==> config.mk <==
export PLATFORM = sky130hd
export DESIGN_NAME = radix_integer_to_text_flat
export DESIGN_NICKNAME = d
export VERILOG_FILES = /design/src/hw/rtl/ritt_pkg.sv /design/src/hw/rtl/ritt_in_if.sv /design/src/hw/rtl/ritt_out_if.sv /design/src/hw/rtl/ritt_ram.sv /design/src/hw/rtl/radix_integer_to_text.sv /design/src/flat_wrapper.sv
export SDC_FILE = /design/constraint.sdc
export NUM_CORES = 1
export LEC_CHECK = 0
export ABC_AREA = 1
export BUFFER_PORTS_ARGS = -buffer_cell sky130_fd_sc_hd__buf_2
export CAP_MARGIN = 20
export CORE_MARGIN = 4
export CORE_UTILIZATION = 55
export CTS_BUF_LIST = sky130_fd_sc_hd__clkbuf_8 sky130_fd_sc_hd__clkbuf_16
export CTS_CLUSTER_SIZE = 12
export DETAILED_ROUTE_END_ITERATION = 16
export GPL_TIMING_DRIVEN = 1
export MAX_ROUTING_LAYER = met4
export PLACE_DENSITY_LB_ADDON = 0.05
export SYNTH_ARGS = -nofsm -noshare
export SYNTH_HDL_FRONTEND = slang
export SYNTH_SLANG_ARGS = --single-unit
==> constraint.sdc <==
create_clock -name clk -period 13 [get_ports clk]
set_input_delay 2.6 -clock clk [delete_from_list [all_inputs] [get_ports clk]]
set_output_delay 2.6 -clock clk [all_outputs]
set_load 0.05 [all_outputs]
==> src/hw/rtl/ritt_pkg.sv <==
// Shared types, constants and microcode program of the radix integer-to-text converter.
`timescale 1ns / 1ps

package ritt_pkg;

    localparam int DIGIT_BITS = 4;
    localparam int STEP_BITS  = 8;   // dividend bits retired per division cycle
    localparam int PC_W       = 4;

    localparam logic [PC_W-1:0] ST_IDLE  = 4'd0;
    localparam logic [PC_W-1:0] ST_CHECK = 4'd1;
    localparam logic [PC_W-1:0] ST_DIVI  = 4'd2;
    localparam logic [PC_W-1:0] ST_DIVS  = 4'd3;
    localparam logic [PC_W-1:0] ST_STORE = 4'd4;
    localparam logic [PC_W-1:0] ST_READ  = 4'd5;
    localparam logic [PC_W-1:0] ST_EMIT  = 4'd6;
    localparam logic [PC_W-1:0] ST_LOOP  = 4'd7;
    localparam logic [PC_W-1:0] ST_DONE  = 4'd8;
    localparam logic [PC_W-1:0] ST_ERR   = 4'd9;
    localparam logic [PC_W-1:0] ST_EXIT  = 4'd10;

    localparam logic [4:0] BASE_MIN = 5'd2;
    localparam logic [4:0] BASE_MAX = 5'd16;

    typedef enum logic [2:0] {
        COND_NEXT      = 3'd0,
        COND_ALWAYS    = 3'd1,
        COND_NO_REQ    = 3'd2,
        COND_BAD_BASE  = 3'd3,
        COND_DIV_MORE  = 3'd4,
        COND_MAG_NZ    = 3'd5,
        COND_SLOT_BUSY = 3'd6,
        COND_MORE_CHAR = 3'd7
    } cond_t;

    typedef struct packed {
        logic            accept;
        logic            div_init;
        logic            div_step;
        logic            store;
        logic            emit;
        logic            err;
        cond_t           cond;
        logic [PC_W-1:0] target;
    } ucode_t;

    function automatic ucode_t ucode(input logic [PC_W-1:0] pc);
        ucode_t w;
        w = '{accept: 1'b0, div_init: 1'b0, div_step: 1'b0, store: 1'b0,
              emit: 1'b0, err: 1'b0, cond: COND_ALWAYS, target: ST_IDLE};
        case (pc)
            ST_IDLE:
            begin
                w.accept = 1'b1;
                w.cond   = COND_NO_REQ;
                w.target = ST_IDLE;
            end
            ST_CHECK:
            begin
                w.cond   = COND_BAD_BASE;
                w.target = ST_ERR;
            end
            ST_DIVI:
            begin
                w.div_init = 1'b1;
                w.cond     = COND_NEXT;
            end
            ST_DIVS:
            begin
                w.div_step = 1'b1;
                w.cond     = COND_DIV_MORE;
                w.target   = ST_DIVS;
            end
            ST_STORE:
            begin
                w.store  = 1'b1;
                w.cond   = COND_MAG_NZ;
                w.target = ST_DIVI;
            end
            ST_READ:
            begin
                w.cond = COND_NEXT;
            end
            ST_EMIT:
            begin
                w.emit   = 1'b1;
                w.cond   = COND_SLOT_BUSY;
                w.target = ST_EMIT;
            end
            ST_LOOP:
            begin
                w.cond   = COND_MORE_CHAR;
                w.target = ST_READ;
            end
            ST_DONE:
            begin
                w.cond   = COND_ALWAYS;
                w.target = ST_IDLE;
            end
            ST_ERR:
            begin
                w.err    = 1'b1;
                w.cond   = COND_SLOT_BUSY;
                w.target = ST_ERR;
            end
            ST_EXIT:
            begin
                w.cond   = COND_ALWAYS;
                w.target = ST_IDLE;
            end
            default:
            begin
                w.cond   = COND_ALWAYS;
                w.target = ST_IDLE;
            end
        endcase
        return w;
    endfunction

    function automatic logic [7:0] digit_char(input logic [DIGIT_BITS-1:0] d, input logic lower);
        logic [7:0] c;
        if (d < 4'd10)
            c = 8'h30 + {4'd0, d};
        else if (lower)
            c = 8'h61 + {4'd0, d} - 8'd10;
        else
            c = 8'h41 + {4'd0, d} - 8'd10;
        return c;
    endfunction

endpackage

==> src/hw/rtl/ritt_in_if.sv <==
// Request channel: value, base and format bits with valid/ready.
`timescale 1ns / 1ps

interface ritt_in_if;
    logic        valid;
    logic        ready;
    logic [63:0] value;
    logic [4:0]  base;
    logic [1:0]  format_bits;

    modport source (output valid, output value, output base, output format_bits, input ready);
    modport sink   (input valid, input value, input base, input format_bits, output ready);
endinterface

==> src/hw/rtl/ritt_out_if.sv <==
// Result channel: one character with its flags, valid/ready.
`timescale 1ns / 1ps

interface ritt_out_if;
    logic       valid;
    logic       ready;
    logic [7:0] character;
    logic       negative;
    logic       base_error;
    logic       last;

    modport source (output valid, output character, output negative, output base_error,
                    output last, input ready);
    modport sink   (input valid, input character, input negative, input base_error,
                    input last, output ready);
endinterface

==> src/hw/rtl/ritt_ram.sv <==
// Generic single-write, single-read RAM with registered read data.
`timescale 1ns / 1ps

module ritt_ram #(
    parameter int WIDTH = 4,
    parameter int DEPTH = 64
) (
    input  logic                     clk,
    input  logic                     we,
    input  logic [$clog2(DEPTH)-1:0] waddr,
    input  logic [WIDTH-1:0]         wdata,
    input  logic [$clog2(DEPTH)-1:0] raddr,
    output logic [WIDTH-1:0]         rdata
);

    logic [WIDTH-1:0] mem [DEPTH];

    always_ff @(posedge clk)
    begin
        if (we)
            mem[waddr] <= wdata;
        rdata <= mem[raddr];
    end

endmodule

==> src/hw/rtl/radix_integer_to_text.sv <==
// Top level: microcoded integer-to-text converter, bases 2 to 16.
//
//  channel  | dir | payload                                      | handshake
//  operand  | in  | value[63:0], base[4:0], format_bits[1:0]     | valid/ready
//  text     | out | character[7:0], negative, base_error, last   | valid/ready
//
// A request runs CHECK, then per digit DIVI, DIVS over every dividend chunk and STORE,
// then READ, EMIT and LOOP per character, and DONE.
// The divider retires 8 dividend bits a cycle; READ covers the registered digit RAM read.
// A bad base runs CHECK, ERR and EXIT. Reset is asynchronous; no clearing pass is needed.
// Output stalls hold the sequencer in EMIT or ERR; the output register frees the next slot.
`timescale 1ns / 1ps

module radix_integer_to_text
    import ritt_pkg::*;
#(
    parameter int VALUE_BITS  = 64,
    parameter int DIGIT_DEPTH = 64
) (
    input  logic       clk,
    input  logic       rst_n,
    ritt_in_if.sink    operand,
    ritt_out_if.source text
);

    localparam int CHUNKS   = (VALUE_BITS + STEP_BITS - 1) / STEP_BITS;
    localparam int PAD_BITS = CHUNKS * STEP_BITS;
    localparam int CHUNK_W  = $clog2(CHUNKS + 1);
    localparam int COUNT_W  = $clog2(DIGIT_DEPTH + 1);
    localparam int AW       = $clog2(DIGIT_DEPTH);
    localparam logic [CHUNK_W-1:0] CHUNK_LAST = CHUNK_W'(CHUNKS - 1);
    localparam logic [COUNT_W-1:0] DEPTH_CNT  = COUNT_W'(DIGIT_DEPTH);

    logic [PC_W-1:0]       pc_reg, pc_next;
    ucode_t                uw;
    logic                  take;

    logic [PAD_BITS-1:0]   mag_reg, mag_next;
    logic [DIGIT_BITS-1:0] rem_reg, rem_next;
    logic [CHUNK_W-1:0]    chunk_reg, chunk_next;
    logic [COUNT_W-1:0]    count_reg, count_next;
    logic [COUNT_W-1:0]    k_reg, k_next;
    logic [4:0]            base_reg, base_next;
    logic [2:0]            flags_reg, flags_next;   // {negative, lower, unsigned}

    logic                  out_valid_reg, out_valid_next;
    logic [7:0]            out_char_reg, out_char_next;
    logic                  out_neg_reg, out_neg_next;
    logic                  out_err_reg, out_err_next;
    logic                  out_last_reg, out_last_next;

    logic                  accept;
    logic                  slot_free;
    logic [VALUE_BITS-1:0] in_v, in_abs;
    logic                  in_neg;
    logic [PAD_BITS-1:0]   div_q;
    logic [DIGIT_BITS-1:0] div_r;
    logic                  ram_we;
    logic [COUNT_W-1:0]    rd_idx;
    logic [DIGIT_BITS-1:0] ram_rdata;

    assign uw        = ucode(pc_reg);
    assign accept    = uw.accept && operand.valid;
    assign slot_free = !out_valid_reg || text.ready;
    assign ram_we    = uw.store && (count_reg < DEPTH_CNT);
    assign rd_idx    = count_reg - COUNT_W'(1) - k_reg;

    assign in_v   = operand.value[VALUE_BITS-1:0];
    assign in_neg = !operand.format_bits[0] && in_v[VALUE_BITS-1];
    assign in_abs = in_neg ? -in_v : in_v;

    // restoring division, STEP_BITS quotient bits per cycle
    always_comb
    begin
        logic [DIGIT_BITS:0] t;
        div_q = mag_reg;
        div_r = rem_reg;
        for (int i = 0; i < STEP_BITS; i++)
        begin
            t     = {div_r, div_q[PAD_BITS-1]};
            div_q = {div_q[PAD_BITS-2:0], 1'b0};
            if (t >= base_reg)
            begin
                t        = t - base_reg;
                div_q[0] = 1'b1;
            end
            div_r = t[DIGIT_BITS-1:0];
        end
    end

    always_comb
    begin
        case (uw.cond)
            COND_NEXT:      take = 1'b0;
            COND_ALWAYS:    take = 1'b1;
            COND_NO_REQ:    take = !operand.valid;
            COND_BAD_BASE:  take = (base_reg < BASE_MIN) || (base_reg > BASE_MAX);
            COND_DIV_MORE:  take = chunk_reg != CHUNK_LAST;
            COND_MAG_NZ:    take = mag_reg != '0;
            COND_SLOT_BUSY: take = !slot_free;
            COND_MORE_CHAR: take = k_reg != count_reg;
            default:        take = 1'b0;
        endcase
        pc_next = take ? uw.target : pc_reg + PC_W'(1);
    end

    always_comb
    begin
        mag_next   = mag_reg;
        rem_next   = rem_reg;
        chunk_next = chunk_reg;
        count_next = count_reg;
        k_next     = k_reg;
        base_next  = base_reg;
        flags_next = flags_reg;
        if (accept)
        begin
            mag_next   = PAD_BITS'(in_abs);
            base_next  = operand.base;
            flags_next = {in_neg, operand.format_bits};
            count_next = '0;
            k_next     = '0;
        end
        if (uw.div_init)
        begin
            rem_next   = '0;
            chunk_next = '0;
        end
        if (uw.div_step)
        begin
            mag_next   = div_q;
            rem_next   = div_r;
            chunk_next = chunk_reg + CHUNK_W'(1);
        end
        if (ram_we)
            count_next = count_reg + COUNT_W'(1);
        if (uw.emit && slot_free)
            k_next = k_reg + COUNT_W'(1);
        if (uw.err && slot_free)
        begin
            count_next = '0;
            flags_next = {1'b0, flags_reg[1:0]};
        end
    end

    always_comb
    begin
        out_valid_next = out_valid_reg && !text.ready;
        out_char_next  = out_char_reg;
        out_neg_next   = out_neg_reg;
        out_err_next   = out_err_reg;
        out_last_next  = out_last_reg;
        if (uw.emit && slot_free)
        begin
            out_valid_next = 1'b1;
            out_char_next  = digit_char(ram_rdata, flags_reg[1]);
            out_neg_next   = flags_reg[2];
            out_err_next   = 1'b0;
            out_last_next  = k_reg == count_reg - COUNT_W'(1);
        end
        else if (uw.err && slot_free)
        begin
            out_valid_next = 1'b1;
            out_char_next  = '0;
            out_neg_next   = 1'b0;
            out_err_next   = 1'b1;
            out_last_next  = 1'b1;
        end
    end

    always_ff @(posedge clk or negedge rst_n)
    begin
        if (!rst_n)
        begin
            pc_reg        <= ST_IDLE;
            chunk_reg     <= '0;
            count_reg     <= '0;
            k_reg         <= '0;
            base_reg      <= '0;
            flags_reg     <= '0;
            mag_reg       <= '0;
            out_valid_reg <= 1'b0;
        end
        else
        begin
            pc_reg        <= pc_next;
            chunk_reg     <= chunk_next;
            count_reg     <= count_next;
            k_reg         <= k_next;
            base_reg      <= base_next;
            flags_reg     <= flags_next;
            mag_reg       <= mag_next;
            out_valid_reg <= out_valid_next;
        end
    end

    always_ff @(posedge clk)
    begin
        rem_reg      <= rem_next;
        out_char_reg <= out_char_next;
        out_neg_reg  <= out_neg_next;
        out_err_reg  <= out_err_next;
        out_last_reg <= out_last_next;
    end

    ritt_ram #(
        .WIDTH (DIGIT_BITS),
        .DEPTH (DIGIT_DEPTH)
    ) u_digits (
        .clk   (clk),
        .we    (ram_we),
        .waddr (count_reg[AW-1:0]),
        .wdata (rem_reg),
        .raddr (rd_idx[AW-1:0]),
        .rdata (ram_rdata)
    );

    assign operand.ready   = uw.accept;
    assign text.valid      = out_valid_reg;
    assign text.character  = out_char_reg;
    assign text.negative   = out_neg_reg;
    assign text.base_error = out_err_reg;
    assign text.last       = out_last_reg;

    a_accept_to_check: assert property (@(posedge clk) disable iff (!rst_n)
        operand.valid && operand.ready |=> pc_reg == ST_CHECK)
        else $error("sequencer did not advance after request");

    a_count_bound: assert property (@(posedge clk) disable iff (!rst_n)
        count_reg <= DEPTH_CNT)
        else $error("digit count beyond store depth");

    a_emit_index: assert property (@(posedge clk) disable iff (!rst_n)
        pc_reg == ST_EMIT |-> k_reg < count_reg)
        else $error("emit index beyond digit count");

    a_error_result: assert property (@(posedge clk) disable iff (!rst_n)
        text.valid && text.base_error |-> text.last && !text.negative && text.character == '0)
        else $error("malformed base error result");

endmodule

==> src/flat_wrapper.sv <==
// flat-port wrapper written by rule: the top's interface ports become plain ports
module radix_integer_to_text_flat import ritt_pkg::*;
#(
    parameter int VALUE_BITS  = 64,
    parameter int DIGIT_DEPTH = 64
)
  (clk, rst_n, operand_valid, operand_value, operand_base, operand_format_bits, operand_ready, text_valid, text_character, text_negative, text_base_error, text_last, text_ready);
  ritt_in_if operand_i ();
  ritt_out_if text_i ();
  input  logic clk;
  input  logic rst_n;
  input wire logic [$bits(operand_i.valid)-1:0] operand_valid;
  input wire logic [$bits(operand_i.value)-1:0] operand_value;
  input wire logic [$bits(operand_i.base)-1:0] operand_base;
  input wire logic [$bits(operand_i.format_bits)-1:0] operand_format_bits;
  output wire logic [$bits(operand_i.ready)-1:0] operand_ready;
  output wire logic [$bits(text_i.valid)-1:0] text_valid;
  output wire logic [$bits(text_i.character)-1:0] text_character;
  output wire logic [$bits(text_i.negative)-1:0] text_negative;
  output wire logic [$bits(text_i.base_error)-1:0] text_base_error;
  output wire logic [$bits(text_i.last)-1:0] text_last;
  input wire logic [$bits(text_i.ready)-1:0] text_ready;
  assign operand_i.valid = operand_valid;
  assign operand_i.value = operand_value;
  assign operand_i.base = operand_base;
  assign operand_i.format_bits = operand_format_bits;
  assign operand_ready = operand_i.ready;
  assign text_valid = text_i.valid;
  assign text_character = text_i.character;
  assign text_negative = text_i.negative;
  assign text_base_error = text_i.base_error;
  assign text_last = text_i.last;
  assign text_i.ready = text_ready;
  radix_integer_to_text #(.VALUE_BITS(VALUE_BITS), .DIGIT_DEPTH(DIGIT_DEPTH)) u_core (.clk(clk), .rst_n(rst_n), .operand(operand_i), .text(text_i));
endmodule
Word level (Yosys, flattened, before mapping)
Memories as Yosys holds them, arrays and structs flattened. A register that Yosys moved wholly into a read port is not among the register bits. Index checks and enable logic that the tools add are counted. Widths: inputs -> output; s select.

Flip-flop bits (word level): 110. Memories: 1. Input bits: 75. Logic and storage cells: 142. Memory bits (writable): 256. Output and inout port bits: 13.

Reduce and logical (&&, ||, !) cells: 26. Order comparisons: 12. Equality and inequality tests: 18. $add $sub $neg: 20. Bitwise operators: 1. Mux-type cells: 50.

Memories: u_core.u_digits.mem (words 64, bits a word 4, rd ports 1, clocked after Yosys merged registers in 1, wr ports 1, RTL line ritt_ram.sv:16) `logic [WIDTH-1:0] mem [DEPTH];`.

Operators with widths (count): $mux 64 (3); $neg 64->64 (1); $reduce_bool 64->1 (1); $mux 4 (12); $ge 5x5->1 (8); $mux 8 (4); $sub 4x4->4 (8); $mux 7 (4); $mux 1 (22); $pmux 3 s7 (1); $pmux 4 s5 (1); $add 7x4->8 const A (2); $eq 4x3->1 const B (4); $sub 8x4->8 const B (2); $add 7x1->7 const B (2); $eq 3x3->1 const B (4); $reduce_bool 2->1 (5); $add 4x1->4 const B (2); $eq 4x2->1 const B (2); $pmux 1 s8 (1); $add 6x4->7 const A (1); $eq 7x7->1 (1); $lt 7x7->1 const B (1); $ne 7x7->1 (1); 20 further kinds (34).

Longest topological paths before layout
Gate-level depths: netlist of run 1.

Depth in word-level cells: 17. Gate-level depth with buffers: 72.

Cells and area by module
Synthesis of run 1 repeated with hierarchy kept, for this count alone.

Cells, all modules: 2365. Area, all modules: 20447.1 µm².

Modules (own cells, without submodules): ritt_ram (seq. area each 7767.4 µm², cells each 948, area an instance 10881.7 µm², times used 1); radix_integer_to_text (seq. area each 2762.6 µm², cells each 1417, area an instance 9565.4 µm², times used 1).

Least setup slack after synthesis of run 1
Ideal clock, no wire load.

Kind: reg2reg. From: register u_core.rem_reg[2]. To: register u_core.rem_reg[3] (data pin). Clock period less this slack: 9919 ps. Stages on the path, launching flop included: 69. Path buffers: 0. Data required time: 12869 ps. Path slack: 3081 ps. Data arrival time: 9788 ps. Path through: edfxtp_1 ha_1 nand2_1 inv_1 a21oi_1 nand3_1 o21ai_0 inv_1 ha_1 nand2_1 inv_1 a21oi_1 nand3_1 inv_1 or2_2 nand2_1 ha_1 nand2_1 (+33 left out) ha_1 nand2_1 o21ai_0 nand2_1 nand3_1 a21oi_1 nand3_1 and2_1 ha_1 a21oi_1 nand2_1 nand2_1 nand3b_1 a21oi_1 inv_1 nor2_1 nand3_1 nand2_1.

Cells in the longest elaborated chain, start to end: 17.

RTL lines: from (decl) (RTL line radix_integer_to_text.sv:39) `logic [DIGIT_BITS-1:0] rem_reg, rem_next;`; from (signal assigned) (RTL line radix_integer_to_text.sv:199) `rem_reg <= rem_next;`; $sub 4x4->4 / $ge 5x5->1 (equally long branches) (RTL line radix_integer_to_text.sv:84, radix_integer_to_text.sv:82); $mux 4 * (RTL line radix_integer_to_text.sv:82) `if (t >= base_reg)`; $ge 5x5->1 / $sub 4x4->4 (equally long branches) (RTL line radix_integer_to_text.sv:82, radix_integer_to_text.sv:84); $mux 4 * (RTL line radix_integer_to_text.sv:82); $sub 4x4->4 / $ge 5x5->1 (equally long branches) (RTL line radix_integer_to_text.sv:84, radix_integer_to_text.sv:82); $mux 4 * (RTL line radix_integer_to_text.sv:82); $sub 4x4->4 / $ge 5x5->1 (equally long branches) (RTL line radix_integer_to_text.sv:84, radix_integer_to_text.sv:82); $mux 4 * (RTL line radix_integer_to_text.sv:82); $sub 4x4->4 / $ge 5x5->1 (equally long branches) (RTL line radix_integer_to_text.sv:84, radix_integer_to_text.sv:82); $mux 4 * (RTL line radix_integer_to_text.sv:82); $ge 5x5->1 / $sub 4x4->4 (equally long branches) (RTL line radix_integer_to_text.sv:82, radix_integer_to_text.sv:84); $mux 4 * (RTL line radix_integer_to_text.sv:82); $sub 4x4->4 / $ge 5x5->1 (equally long branches) (RTL line radix_integer_to_text.sv:84, radix_integer_to_text.sv:82); $mux 4 * (RTL line radix_integer_to_text.sv:82); $sub 4x4->4 / $ge 5x5->1 (equally long branches) (RTL line radix_integer_to_text.sv:84, radix_integer_to_text.sv:82); $mux 4 * (RTL line radix_integer_to_text.sv:82); $mux 4 * (RTL line radix_integer_to_text.sv:129) `if (uw.div_step)`.

Every way passes the cells marked *; elsewhere a longest branch is shown, timed or not. A chain may end at the register's enable or synchronous reset.

Worst setup path after layout of run 1
From: register u_core.base_reg[1]. To: register u_core.rem_reg[2] (data pin).

Cells in the longest elaborated chain, start to end: 17.

RTL lines: from (decl) (RTL line radix_integer_to_text.sv:43) `logic [4:0] base_reg, base_next;`; from (signal assigned) (RTL line radix_integer_to_text.sv:190) `base_reg <= base_next;`; $sub 4x4->4 / $ge 5x5->1 (equally long branches) (RTL line radix_integer_to_text.sv:84, radix_integer_to_text.sv:82); $mux 4 (RTL line radix_integer_to_text.sv:82); $sub 4x4->4 / $ge 5x5->1 (equally long branches) (RTL line radix_integer_to_text.sv:84, radix_integer_to_text.sv:82); $mux 4 (RTL line radix_integer_to_text.sv:82); $sub 4x4->4 / $ge 5x5->1 (equally long branches) (RTL line radix_integer_to_text.sv:84, radix_integer_to_text.sv:82); $mux 4 (RTL line radix_integer_to_text.sv:82); $ge 5x5->1 / $sub 4x4->4 (equally long branches) (RTL line radix_integer_to_text.sv:82, radix_integer_to_text.sv:84); $mux 4 (RTL line radix_integer_to_text.sv:82); $sub 4x4->4 / $ge 5x5->1 (equally long branches) (RTL line radix_integer_to_text.sv:84, radix_integer_to_text.sv:82); $mux 4 (RTL line radix_integer_to_text.sv:82); $sub 4x4->4 / $ge 5x5->1 (equally long branches) (RTL line radix_integer_to_text.sv:84, radix_integer_to_text.sv:82); $mux 4 (RTL line radix_integer_to_text.sv:82); $ge 5x5->1 / $sub 4x4->4 (equally long branches) (RTL line radix_integer_to_text.sv:82, radix_integer_to_text.sv:84); $mux 4 (RTL line radix_integer_to_text.sv:82); $sub 4x4->4 / $ge 5x5->1 (equally long branches) (RTL line radix_integer_to_text.sv:84, radix_integer_to_text.sv:82); $mux 4 * (RTL line radix_integer_to_text.sv:82); $mux 4 * (RTL line radix_integer_to_text.sv:129).

Marks and branches as above.

==> results of run 1 <==
stage by stage:
step	cells	setup WS, ns
final	2951	1.64
after global routing	2951	0.629
after CTS	2951	1.83
after detailed placement	2885	1.89
after global placement	2885	2.43
after floorplan	2400	3.08
worst min-delay path: cells and delay by family, from the launching register on:
kind,cells,cell delay (ns)
buf+inv,1,0.05
compound gates,1,0.06
flops,1,0.31
cell type report:
| cell class | count | share of cell area (%) |
|---|---|---|
| Tap cell | 468 | 2.63 |
| Inverter | 226 | 3.83 |
| Clock inverter | 22 | 0.506 |
| Sequential cell | 368 | 47.3 |
| Timing Repair Buffer | 100 | 2.42 |
| Multi-Input combinational cell | 1723 | 38.5 |
| Clock buffer | 44 | 4.84 |
worst max-delay path by stage:
stage	end	slack (ns)	depth (start not counted)
final	u_core.rem_reg[2]	1.64	67
after global routing	u_core.rem_reg[2]	0.63	67
after CTS	u_core.rem_reg[3]	1.83	67
after detailed placement	u_core.rem_reg[2]	1.89	67
after global placement	u_core.rem_reg[2]	2.43	68
after floorplan	u_core.rem_reg[3]	3.08	68
cells by family after synthesis:
family | Yosys count | share of synthesized area, %
adders and majority gates | 64 | 4.27
xor gates and xnor gates | 49 | 2.19
muxes | 1 | 0.0493
and+or+nand+nor | 1247 | 25.5
other | 1 | 0.0185
buffers and inverters | 309 | 6.11
DFF | 368 | 51.8
AOI/OAI and AO/OA | 361 | 10.0
cell usage after synthesis (all sizes together) (2+ instances only):
cell | n | area (sq um)
a31o | 2 | 17.5
inv | 226 | 851
nor2 | 411 | 1590
edfxtp | 269 | 8080
nor3 | 14 | 70.1
o32ai | 2 | 17.5
fa | 9 | 180
o21bai | 20 | 150
o22ai | 68 | 425
nand2 | 571 | 2170
o211ai | 8 | 60.1
buf | 42 | 236
or2 | 9 | 56.3
o221ai | 11 | 96.3
dfxtp | 5 | 100
ha | 55 | 688
nand3b | 9 | 67.6
xnor2 | 13 | 121
a21oi | 36 | 180
xor2 | 36 | 323
nand4 | 35 | 219
and2 | 7 | 43.8
a21o | 2 | 15.0
dfrtp | 94 | 2350
o31ai | 2 | 15.0
nand3 | 189 | 961
o21ai | 208 | 1040
clkbuf | 41 | 155
metal layers:
layer	wire length (um)	up-vias	track usage (%)	share of wire, %
met2	27600	571	47.7	49
met5	0	-	-	0
met4	1540	0	8.11	2.7
li1	-	8165	-	-
met1	24400	7969	38.0	43
met3	2940	99	2.72	5.2
cell usage in the layout (no fill, tap or decap), types with 7 or more instances in the layout:
cell type  Yosys  layout
nand2_1      563     563
fa_1           9       8
inv_1        213     226
dfrtp_1       94      94
inv_2         12      11
nor2_2         8       7
o21bai_1      20      20
nor3_1        14      14
o21ai_0      189     189
xor2_1        35      35
nor2_1       401     401
edfxtp_1     269     269
o221ai_1      11      11
o211ai_1       8       8
ha_1          55      54
and2_1         7       7
clkbuf_16      0      42
o22ai_1       68      68
or2_2          7       7
o21ai_1       18      18
buf_2         30      85
nand3_1      186     186
nand4_1       35      35
buf_4          9      15
xnor2_1       12      11
nand3b_1       9       9
nand2_2        7       7
a21oi_1       36      36
==> summary.txt, run 1 <==
Routing
  • Wirelength per Cell: 19.1 um
  • Final WL: 56.5 mm
  • DRC viols: 0
  • Via count: around 17k
  • Drt first pass iters: 5
  • DRT iter0 DRCs: about 1.4k
  • Via density: 5.69
  • Antenna Nets Post-Route: 0

CTS
  • Root buffer cell: clkbuf_16
  • CTS Hold Bufs: 0
  • CTS tree: done
  • Post-CTS Setup Repair Bufs: 0
  • Cts bufs inserted: 39
  • Clock sink count: 368
  • Depth of the CTS H-tree: 2
  • Reg clk slew, reported paths: about 0.06 ns
  • CTS max path bufs: 3
  • Clock Latency Late Sink: between 0.5 and 0.6 ns
  • Cts repair resizes: 0

STA
  • Peak Freq: slightly below 90 MHz
  • Clock Skews: about 0.022 ns
  • Hold Violations, Final: 0
  • Total negative slack: 0 ns
  • Max Slew Vio Count: 0
  • Final hold slack: approximately 0.47 ns
  • Rel. slew slack: between 20 and 30%
  • Period minus WS final: approximately 11 ns
  • Tcrit/Tclk final: between 80% and 90%
  • RSZ-0062 raised after global routing: no
  • Worst-margin pin slew: around 1.1 ns
  • Final setup fails: 0

Yosys
  • Synth Cell Area: between 0.02 and 0.025 sq mm
  • Sequential cell area fraction in the yosys report: between 50% and 60%
  • Cells after Synth: ~2.4k
  • Async SR Flop Fraction: around 26%
  • Post-synth EDFFs: around 270
  • Library cells used by synthesis: between 50 and 60
  • Syn avg cell area: approximately 8.5 sq um
  • Most used DFF post-synth: edfxtp_1
  • Count of warnings emitted by yosys: 0
  • Flops & latches, synth: between 300 and 400
  • Synth Net Count: 2539

Critical path
  • Worst r2r dst: u_core.rem_reg[2]
  • CP dominant cell by count: nand2_1
  • Crit path DAT: roughly 12 ns
  • R2R Path Start: u_core.base_reg[1]
  • Worst-path fanout max: 12
  • Critical path capture point type: flop
  • WP data required: about 13 ns
  • Crit path from: u_core.base_reg[1]
  • R2R Setup Slk: ~1.6 ns
  • Delay-heaviest family, CP: simple AND/OR/NAND/NOR gates
  • Critical Path Source Type: flop
  • Worst-case reg-to-reg path depth: between 60 and 70
  • Worst Path Buf+Inv: 11
  • WS Path Type: flop to flop
  • CP peak stage delay: 0.65 ns
  • Worst path slowest cell: dfrtp_1

Global route
  • Largest net degree at the start of global routing: 107
  • Overflow after GRT: 0
  • Vias in the first global route: around 17k
  • Global-route wire length before repair: 90.2 mm
  • Total GRT Usage: 28.6%
  • Antenna violations before repair: 0

Floorplan
  • Initial Util: 55.6%
  • Die ar.: 0.0401 sq mm
  • Core ar.: 0.0365 sq mm
  • IO Pins: 88
  • Num rows: 70
  • Die H: 200 um
  • Chip width: 200 um

Finish
  • Fin util: 61.0%
  • Area of the multi-input gates: about 0.0086 sq mm
  • Largest register FFs: roughly 260
  • ANT cells: 0
  • Share of layout cells above drive strength 1: ~7.9%
  • Register area: 0.0105 sq mm
  • Nets: approximately 2.6k
  • Area delta synth->final: 9.60%
  • Fill count: around 3.3k
  • Post-route cell area: about 0.022 sq mm

Placed design
  • GP Congestion: about 0.95
  • Port Buffer Count: 86
  • Post-DP HPWL: between 30 and 40 mm
  • Dpl cell area: between 0.02 and 0.025 sq mm

Worst hold path
  • Hold Crit Start: u_core.text.base_error
  • Worst hold path class: flop to flop
  • Worst hold stages: 2
  • Hold Path End: u_core.text.base_error

Outcome
  • Status: completed

Job
  • Maxcap violations: 0
Power of run 1 is left out: the tool's default activity adds up to more than one toggle a clock period on the data nets, which glitch-free logic cannot reach.
==> run 2: changes to the inputs <==
CORE_UTILIZATION = 40   (was 55)
==> run 2 against run 1 <==
Non-clock buffer count shrank 1. Design area rose by 1.6%. Critical path type unchanged. Critical endpoint unchanged. Hold slack got worse by 0.020 ns. Maximum frequency is 0.78% higher. Sequential cell count did not move. Via count fell by 0.12%. Final cell count increased by 7.1%. First-iteration DRC count is 26% lower.
==> summary.txt, run 2 (synthesis results as in run 1) <==
Floorplan
  • Chip width: 233 um
  • IO Pins: between 80 and 90
  • Die H: between 200 and 250 um
  • Initial Util: 40.5%
  • Die ar.: approximately 0.054 sq mm
  • Core ar.: 0.0502 sq mm
  • Num rows: 82

CTS
  • Depth of the CTS H-tree: 2
  • CTS Hold Bufs: 0
  • Clock sink count: ~370
  • Root buffer cell: clkbuf_16
  • CTS max path bufs: 3
  • Post-CTS Setup Repair Bufs: 0
  • CTS tree: done
  • Reg clk slew, reported paths: 0.07 ns
  • Cts bufs inserted: slightly above 40
  • Clock Latency Late Sink: 0.56 ns
  • Cts repair resizes: 0

Finish
  • Area delta synth->final: 11.3%
  • Share of layout cells above drive strength 1: under 10%
  • Commonest cells after routing, fill and taps aside: 563 x nand2_1, 401 x nor2_1, 269 x edfxtp_1
  • Nets: approximately 2.6k
  • Post-route cell area: ~0.023 sq mm
  • Largest register FFs: approximately 260
  • Commonest non-fill, non-tap cell in the layout: nand2_1
  • Non-Filler Instances: between 3k and 4k
  • ANT cells: 0

Routing
  • Uppermost layer routed: met4
  • Via density: 5.31
  • Routed length on met1: about 27 mm
  • Drt first pass iters: 6
  • Final WL: about 61 mm
  • DRC viols: 0
  • DRT iter0 DRCs: around 1.0k
  • Via count: roughly 17k
  • DR WL met3: roughly 2.5 mm
  • Met2 WL: 29.8 mm
  • Wirelength per Cell: around 19 um
  • Antenna Nets Post-Route: 0

Worst hold path
  • Worst hold stages: 2
  • Worst hold path class: flop to flop
  • Hold Crit Start: u_core.text.base_error
  • Hold Path End: u_core.text.base_error

STA
  • Peak Freq: 88.7 MHz
  • Final hold slack: 0.449 ns
  • Total negative slack: 0 ns
  • Max Slew Vio Count: 0
  • Rel. slew slack: 26.5%
  • Clock Skews: 0.0112 ns
  • Worst-margin pin slew: around 1.1 ns
  • Hold Violations, Final: 0
  • Final setup fails: 0
  • Tcrit/Tclk final: between 80 and 90%
  • Period minus WS final: roughly 11 ns
  • RSZ-0062 raised after global routing: no

Placed design
  • Dpl cell area: 0.0214 sq mm
  • Port Buffer Count: 86
  • Post-DP HPWL: ~42 mm
  • GP Congestion: 0.958
  • Cells after DPL: slightly above 3k

Critical path
  • CP dominant cell by count: nand2_1
  • Worst-case reg-to-reg path depth: 67
  • R2R Setup Slk: between 1.5 and 2 ns
  • Worst-path fanout max: 12
  • WS Path Type: flop to flop
  • Critical path capture point type: flop
  • Worst r2r dst: u_core.rem_reg[2]
  • Crit path DAT: about 12 ns
  • Critical Path Source Type: flop
  • WP data required: 13.42 ns
  • Worst path slowest cell: dfrtp_1
  • R2R Path Start: u_core.base_reg[1]
  • CP peak stage delay: 0.66 ns

Global route
  • Antenna violations before repair: 0
  • Overflow after GRT: 0
  • Global-route wire length before repair: roughly 96 mm
  • Largest net degree at the start of global routing: 90
  • Total GRT Usage: 23.1%
  • Vias in the first global route: 16.9k

Job
  • Maxcap violations: 0

Outcome
  • Status: completed
[run 2: worst max path at each step]
stage                            start                end
floorplan            u_core.rem_reg[2]  u_core.rem_reg[3]
global placement    u_core.base_reg[1]  u_core.rem_reg[2]
detailed placement  u_core.base_reg[1]  u_core.rem_reg[2]
CTS                 u_core.base_reg[1]  u_core.rem_reg[2]
global route        u_core.base_reg[1]  u_core.rem_reg[3]
finish              u_core.base_reg[1]  u_core.rem_reg[2]
[run 2: critical path, delay by kind of cell, from the launching register on]
kind / cells / cell delay [ns]
flops: 1 / 0.66
compound gates: 11 / 2.09
simple gates: 38 / 4.63
buf+inv: 10 / 1.26
fa+ha+maj: 8 / 2.49
[run 2: per-layer routing]
metal / global-route usage [%] / up-vias
met4: 6.31 / 0
met2: 38.7 / 424
met3: 2.66 / 98
li1: - / 8175
met5: - / -
met1: 30.0 / 8086
[run 2: area by class of cell]
cell class	count	area, sq um
fillers	5050	27500
inverters	226	852
clock buffers	47	1130
repair buffers	99	551
clock inverters	26	146
flip-flops and latches	368	10500
well taps	672	841
multi-input cells	1723	8580
[run 2: metrics by stage]
step	utilization (%)	setup WS, ns
final	45.1	1.73
after global routing	45.1	0.538
after CTS	45.1	1.80
after detailed placement	42.6	1.85
after global placement	42.5	2.30
after floorplan	-	3.08
Power of run 2 is left out for the same reason.
==> run 3: changes to the inputs <==
SLEW_MARGIN = 25   (was not set)
clock period = 11.4 ns   (was 13 ns; I/O delays follow)
==> run 3 against run 2 <==
Non-clock buffer count grew 5. Utilization increased by 0.25 points. Critical path depth did not move. Die area did not move. Critical path type unchanged.
==> summary.txt, run 3 (synthesis results as in run 1) <==
Finish
  • Largest register FFs: 256
  • Commonest non-fill, non-tap cell in the layout: nand2_1
  • Commonest cells after routing, fill and taps aside: 563 x nand2_1, 399 x nor2_1, 269 x edfxtp_1
  • Post-route cell area: about 0.023 sq mm
  • Share of layout cells above drive strength 1: under 10%
  • Fill count: around 5.1k
  • ANT cells: 0
  • Area delta synth->final: 12.0%
  • Nets: ~2.6k

STA
  • Total negative slack: 0 ns
  • Clock Skews: 0.0162 ns
  • RSZ-0062 raised after global routing: no
  • Peak Freq: a little under 100 MHz
  • Final hold slack: about 0.45 ns
  • Tcrit/Tclk final: 90.8%
  • Period minus WS final: 10.35 ns
  • Hold Violations, Final: 0
  • Worst-margin pin slew: 1.02 ns
  • Final setup fails: 0
  • Rel. slew slack: 32.2%
  • Max Slew Vio Count: 0

Worst hold path
  • Worst hold path class: flop to flop
  • Hold Path End: u_core.text.base_error
  • Hold Crit Start: u_core.text.base_error
  • Worst hold stages: 2

Critical path
  • Crit path DAT: about 11 ns
  • WS Path Type: flop to flop
  • R2R Path Start: u_core.base_reg[2]
  • WP data required: ~12 ns
  • Worst path slowest cell: dfrtp_1
  • CP dominant cell by count: nand2_1
  • Worst-case reg-to-reg path depth: 67
  • R2R Setup Slk: around 1.1 ns
  • Worst r2r dst: u_core.rem_reg[0]
  • Critical Path Source Type: flop
  • CP peak stage delay: 0.36 ns
  • Worst-path fanout max: 11
  • Critical path capture point type: flop

Placed design
  • Post-DP HPWL: ~43 mm
  • GP Congestion: between 0.9 and 1
  • Dpl cell area: 0.0214 sq mm
  • Port Buffer Count: 86

Floorplan
  • Die H: roughly 230 um
  • Initial Util: 40.5%
  • IO Pins: ~90
  • Die ar.: roughly 0.054 sq mm
  • Num rows: 82
  • Core ar.: ~0.05 sq mm
  • Chip width: around 230 um

Global route
  • Largest net degree at the start of global routing: slightly below 100
  • Antenna violations before repair: 0
  • Total GRT Usage: a little under a quarter
  • Vias in the first global route: 16.7k
  • Overflow after GRT: 0
  • Global-route wire length before repair: roughly 95 mm

Routing
  • Via density: ~5.3
  • Final WL: between 60 and 70 mm
  • Via count: roughly 17k
  • DRC viols: 0
  • Antenna Nets Post-Route: 0
  • Drt first pass iters: 7
  • DRT iter0 DRCs: about 990
  • Wirelength per Cell: slightly below 20 um

CTS
  • CTS max path bufs: 3
  • Cts bufs inserted: between 40 and 50
  • Root buffer cell: clkbuf_16
  • Clock sink count: 368
  • CTS tree: done
  • CTS Hold Bufs: 0
  • Depth of the CTS H-tree: 2
  • Clock Latency Late Sink: around 0.56 ns
  • Reg clk slew, reported paths: about 0.06 ns
  • Post-CTS Setup Repair Bufs: 0
  • Cts repair resizes: 0

Job
  • Maxcap violations: 0

Outcome
  • Status: completed
## run 3: cell types whose count changed in the layout (fill, tap and decap cells not counted), moves of 3 or more
cell / change
buf_4: +4
nand3_2: +3
nand3_1: -3
clkbuf_8: -3
## run 3: how the worst max path moves through the flow
| stage | from | end | slack [ns] | cells after the start |
|---|---|---|---|---|
| 2_1_floorplan | u_core.rem_reg[2] | u_core.rem_reg[3] | 1.48 | 68 |
| 3_3_place_gp | u_core.base_reg[1] | u_core.rem_reg[2] | 1.11 | 67 |
| 3_5_place_dp | u_core.base_reg[1] | u_core.rem_reg[2] | 0.55 | 67 |
| 4_1_cts | u_core.base_reg[1] | u_core.rem_reg[3] | 0.51 | 67 |
| 5_1_grt | u_core.base_reg[4] | u_core.rem_reg[0] | 0.01 | 68 |
| 6_report | u_core.base_reg[2] | u_core.rem_reg[0] | 1.05 | 67 |
## run 3: stage by stage
stage / setup slack [ns] / utilization, % / std cells
3_5_place_dp: 0.551 / 42.6 / 3092
6_report: 1.05 / 45.4 / 3169
4_1_cts: 0.505 / 45.2 / 3168
5_1_grt: 0.0137 / 45.4 / 3169
3_3_place_gp: 1.11 / 42.6 / 3092
2_1_floorplan: 1.48 / - / 2400
## run 3: layout make-up
cell class / instances / area, sq um / share of cell area (%)
clock inverters: 32 / 229 / 1.01
clock buffers: 44 / 1090 / 4.79
repair buffers: 104 / 592 / 2.60
well taps: 672 / 841 / 3.70
flip-flops and latches: 368 / 10500 / 46.3
multi-input cells: 1723 / 8620 / 37.9
inverters: 226 / 852 / 3.74
## run 3: per-layer routing
metal | GRT usage [%] | wire, um | vias to the layer above
li1 | - | - | 8202
met1 | 29.4 | 26800 | 8017
met2 | 38.5 | 29900 | 461
met3 | 3.00 | 2760 | 118
met4 | 7.39 | 1980 | 0
met5 | - | 0 | -
## run 3: critical path, delay by kind of cell, from the launching register on
kind / cells / cell delay (ns)
buffers and inverters: 11 / 1.13
adder cells (fa/ha/maj): 8 / 2.46
AO/OA/AOI/OAI: 12 / 2.02
AND/OR/NAND/NOR: 36 / 4.14
flip-flops: 1 / 0.36
Power of run 3 is left out for the same reason.
